### config.mk
export PLATFORM = sky130hd
export DESIGN_NAME = shrt_cmp
export DESIGN_NICKNAME = d
export VERILOG_FILES = /design/src/rtl/session_hop_route_table_macros.svh /design/src/rtl/shrt_pkg.sv /design/src/rtl/shrt_cmp.sv
export SDC_FILE = /design/constraint.sdc
export NUM_CORES = 1
export LEC_CHECK = 0
export BUFFER_PORTS_ARGS = -buffer_cell sky130_fd_sc_hd__buf_4
export CAP_MARGIN = 20
export CORE_AREA = 5 5 84 86
export DETAILED_ROUTE_END_ITERATION = 7
export DIE_AREA = 0 0 89 91
export MAX_ROUTING_LAYER = met4
export PLACE_DENSITY = 0.85
export SLEW_MARGIN = 10
export SYNTH_ARGS = -nofsm -noshare
export SYNTH_HDL_FRONTEND = slang
export SYNTH_SLANG_ARGS = --single-unit
export TNS_END_PERCENT = 10
### constraint.sdc
create_clock -name vclk -period 2.7
set_input_delay 0.135 -clock vclk [all_inputs]
set_output_delay 0.135 -clock vclk [all_outputs]
set_load 0.01 [all_outputs]
### src/rtl/session_hop_route_table_macros.svh
// Assertion macros for the route table RTL.
// Used by files that carry concurrent checks; needs clk and rst_n in scope.
`ifndef SESSION_HOP_ROUTE_TABLE_MACROS_SVH
`define SESSION_HOP_ROUTE_TABLE_MACROS_SVH

// same-cycle implication
`define SHRT_ASSERT_IMP(label, ante, cons) \
  label: assert property (@(posedge clk) disable iff (!rst_n) (ante) |-> (cons)) \
    else $error("route table check failed");

// next-cycle implication
`define SHRT_ASSERT_NXT(label, ante, cons) \
  label: assert property (@(posedge clk) disable iff (!rst_n) (ante) |=> (cons)) \
    else $error("route table check failed");

`endif

### src/rtl/shrt_pkg.sv
// Types and constants shared by the route table modules.
// No dependencies.
package shrt_pkg;

  localparam int NODE_W    = 6;
  localparam int SESS_W    = 32;
  localparam int HOPS_W    = 8;
  localparam int TICK_W    = 32;
  localparam int VIAS_W    = 64;
  localparam int COUNT_W   = 7;
  localparam int OP_W      = 2;
  localparam int CFG_IDX_W = 2;
  localparam int CFG_DAT_W = 32;

  localparam logic [OP_W-1:0] OP_UPDATE = 2'd0;
  localparam logic [OP_W-1:0] OP_LOOKUP = 2'd1;
  localparam logic [OP_W-1:0] OP_PURGE  = 2'd2;

  localparam logic [CFG_IDX_W-1:0] CFG_OWN_NODE = 2'd0;
  localparam logic [CFG_IDX_W-1:0] CFG_MAX_AGE  = 2'd1;

  localparam logic [NODE_W-1:0] OWN_NODE_RST = 6'd0;
  localparam logic [TICK_W-1:0] MAX_AGE_RST  = 32'd1000;

  typedef struct packed {
    logic [OP_W-1:0]   op;
    logic [NODE_W-1:0] source_node;
    logic [SESS_W-1:0] session;
    logic [HOPS_W-1:0] hop_count;
    logic [NODE_W-1:0] via_node;
    logic [NODE_W-1:0] link_peer;
    logic [NODE_W-1:0] dest_node;
  } route_in_t;

  typedef struct packed {
    logic               accepted;
    logic               deliverable;
    logic [COUNT_W-1:0] purged_count;
  } route_out_t;

  typedef struct packed {
    logic [SESS_W-1:0] session;
    logic [HOPS_W-1:0] hops;
    logic [TICK_W-1:0] stamp;
    logic [VIAS_W-1:0] vias;
  } entry_t;

  typedef struct packed {
    logic [SESS_W-1:0] a;
    logic [SESS_W-1:0] b;
    logic [TICK_W-1:0] thr;
  } cmp_req_t;

  typedef struct packed {
    logic lt;
    logic eq;
    logic ge;
  } cmp_rsp_t;

endpackage

### src/rtl/shrt_cmp.sv
// Shared 32-bit compare and age unit: a vs b order, and (a - b) >= thr.
// Depends on shrt_pkg.
module shrt_cmp (
  input  shrt_pkg::cmp_req_t req,
  output shrt_pkg::cmp_rsp_t rsp
);
  import shrt_pkg::*;

  logic [SESS_W-1:0] diff;

  assign diff   = req.a - req.b;
  assign rsp.lt = req.a < req.b;
  assign rsp.eq = req.a == req.b;
  assign rsp.ge = diff >= req.thr;

endmodule

# Yosys cells after proc, flatten, opt, wreduce, memory -nomap -nowiden
# Index checks and enable logic that the tools add are counted.
# totals
regBits,0
input_bits,96
out_inout_bits,3
elab_cells,4
# classes
n_addsub,1
n_lt_le_gt_ge,2
eq_ne,1
# ops
cell,count
$eq A32 B32 Y1,1
$ge A32 B32 Y1,1
$lt A32 B32 Y1,1
$sub A32 B32 Y32,1

# Logic depth before layout (Yosys ltp)
# depth
word_depth,2
mapped_depth,16
depth_no_buf,16

# Worst setup path after synthesis
# No wires, ideal clock.
# synth_timing
path_kind,in2out
from,input port req[44] (netlist bit)
to,output port rsp[0] (netlist bit)
t_arrival_ps,2768
required_time_ps,2565
path_slack_ps,-203
path_stages,16
n_path_buf,1
cell_sequence,inv_1 -> ha_1 -> buf_4 -> a21oi_1 -> o21ai_0 -> a2111oi_2 -> a21oi_1 -> a211oi_2 -> xnor2_1 -> ha_1 -> a21o_1 -> a21o_1 -> a21oi_1 -> o21ai_0 -> a21oi_1 -> o21ai_0
# synth_rtl
element,line_no,rtl
start: declaration,shrt_cmp.sv:4,"input shrt_pkg::cmp_req_t req,"
end: declaration,shrt_cmp.sv:5,output shrt_pkg::cmp_rsp_t rsp

==> reports/metrics.yaml <==
outcome: "finished, violations left"
violations: "setup timing"
grt_pass1_vias: 3983
initial_utilization: 0.4737
utilization: 0.8054
syn_area_per_cell_um2: 6.665
cp.arrival_ns: 3.13
drcViolationCount: 0
viasPerCell: 5.939
worstHoldStart: "req[95]"
slew_violations: 0
ant_nets: 0
portBuffers: 99
drive_above_1_share: 0.4509
seqCellArea_um2: 0
final-hold-violation-count: 0
period_share: 1.211
syn_area_um2: 2939
clkbuf_count: 0
pin_count: 99
die_h_um: 91
multiInputGateArea_um2: 3030
synth_cells: 441
gr-total-overflow: 0
rsz0062_at_grt: "yes"
worstPathMaxFanout: 4
cap_violations: 0
setup_tns_ns: -0.5691
routed_wl_mm: 12.32
hold_end: "rsp[2]"
layout_commonest_cell: "buf_4"
worst_ep_required_time_ns: 2.57
place.gp.congestion: 0.9706
die_area_um2: 8099
hold_path_depth: 4
ys_types: 54
place_inst: 705
dr.pass1.iters: 8
setup_ws_ns: -0.5691
area_growth_pct: 70.03
path_buf_inv: 5
grt.total_usage: 0.2501
drtIter0Drc: 334
tightest_slew_ns: 0.4363
design.seq.count: 0
p_per_area_nw_per_um2: 264.8
cp.depth: 18
grt_max_degree: 8
criticalPathCategory: "primary input to output port"
endpoint_kind: "output port"
clock.fmax_mhz: 305.9
hpwlAfterDp_mm: 8.767
slowest_stage: "ha_1"
synth_warnings: 0
vias: 4264
dp_slack_ns: -0.6794
fillers: 370
crit_family: "compound AO/OA/AOI/OAI gates"
mostFrequentLayoutCells: "buf_4, inv_1, ha_1"
finalSetupViolCount: 1
fp-row-count: 29
post_drt_wl_per_cell_um: 17.15
period_minus_slack_ns: 3.269
design.final.nets: 804
ys_seq_area_frac: 0
ctsHoldBuffers: 0
fin_cells: 718
peakVddDrop_mv: 0.1608
power.total_uw: 1323
path_common_cell: "buf_4"
critPathMaxStageDelay_ns: 0.35
core_area_um2: 6205
cp-start-kind: "primary input"
die_w_um: 89
p_leak_uw: 0.002637
worstHoldPathType: "primary input to output port"
syn_nets: 602
diodes: 0
grt_pass1_wl_mm: 16.62
slew_headroom: 0.7060
antenna_found_initial: 0
cp_cell_sequence: "buf_4, inv_1, ha_1, nor2_1, a211oi_2, buf_4, buf_4, o21ai_0, o21ai_0, xor2_1, ha_1, a21o_1, a21o_1, a21oi_1, o21ai_0, a21oi_2, o21ai_1, buf_4"
[through the flow]
step                      area [um^2]  hold slack (ns)
after detailed placement         4488           0.7962
after CTS                        4581           0.7950
final                            4997           0.7933
after global routing             4997           0.8410
after global placement           4488           0.7725
after floorplan                  2980           0.5829
[Yosys cell counts, types with 2 or more instances]
| cell | instances | area, um^2 |
|---|---|---|
| o31ai_1 | 2 | 15.01 |
| o21ai_0 | 28 | 140.1 |
| clkbuf_1 | 2 | 7.510 |
| a311oi_1 | 3 | 26.28 |
| buf_2 | 3 | 15.01 |
| a21oi_1 | 45 | 225.2 |
| nor2b_1 | 5 | 31.28 |
| ha_1 | 64 | 800.8 |
| o21a_1 | 4 | 30.03 |
| xor2_1 | 9 | 78.83 |
| a211oi_1 | 4 | 30.03 |
| o21bai_1 | 3 | 22.52 |
| a2111oi_2 | 2 | 30.03 |
| a21o_1 | 28 | 210.2 |
| buf_6 | 2 | 22.52 |
| xnor2_1 | 15 | 131.4 |
| a211oi_2 | 3 | 37.54 |
| nor3_1 | 7 | 35.03 |
| inv_1 | 74 | 277.8 |
| and4_1 | 2 | 17.52 |
| buf_4 | 2 | 15.01 |
| nand3_1 | 6 | 30.03 |
| nand4_1 | 16 | 100.1 |
| nor2_1 | 28 | 105.1 |
| o221ai_1 | 3 | 26.28 |
| o211ai_1 | 7 | 52.55 |
| nor4_1 | 2 | 12.51 |
| nand2b_1 | 4 | 25.02 |
| nand2_1 | 43 | 161.4 |
[worst max-delay path by stage]
stage,start,endpoint
after floorplan,req[64],rsp[0]
final,req[34],rsp[0]
after CTS,req[64],rsp[0]
after detailed placement,req[32],rsp[0]
after global routing,req[42],rsp[0]
after global placement,req[80],rsp[0]
[logic make-up (layout without fill, tap and decap cells)]
family	count (synthesis)	in the layout	synth area share
compound gates	141	141	0.3155
simple gates	125	125	0.2099
buf+inv	84	284	0.1166
fa+ha+maj	65	65	0.2793
xor+xnor	24	24	0.07152
mux	2	2	0.007237
[what timing repair did]
| action | CTS | global route |
|---|---|---|
| gates cloned | 0 | 0 |
| resized for setup | 15 | 78 |
| setup buffers | 5 | 9 |
| endpoints found under the setup margin | 1 | 1 |
| pin swaps | 12 | 34 |
[power breakdown]
part	total [uW]	internal, uW	switching, uW	leakage, uW
combinational	1320	672	651	0.00264
clock	0	0	0	0
sequential	0	0	0	0
[cell type report]
class / instances / share of cell area
Tap cell: 77 / 0.01928
Multi-Input combinational cell: 357 / 0.6064
Inverter: 74 / 0.05658
Timing Repair Buffer: 210 / 0.3177
[layer usage]
metal | track usage | wire length [um] | vias to the layer above
met4 | 0.09926 | 753 | 0
met2 | 0.4462 | 6205 | 296
met3 | 0.02353 | 997 | 98
li1 | - | - | 1968
met1 | 0.2801 | 4360 | 1902
met5 | - | 0 | -
[worst min-delay path, cell delays in order]
cell      delay (ns)
buf_4           0.08
ha_1            0.15
o221ai_1        0.13
buf_4           0.16
No activity file was read; power rests on OpenSTA's default activity.
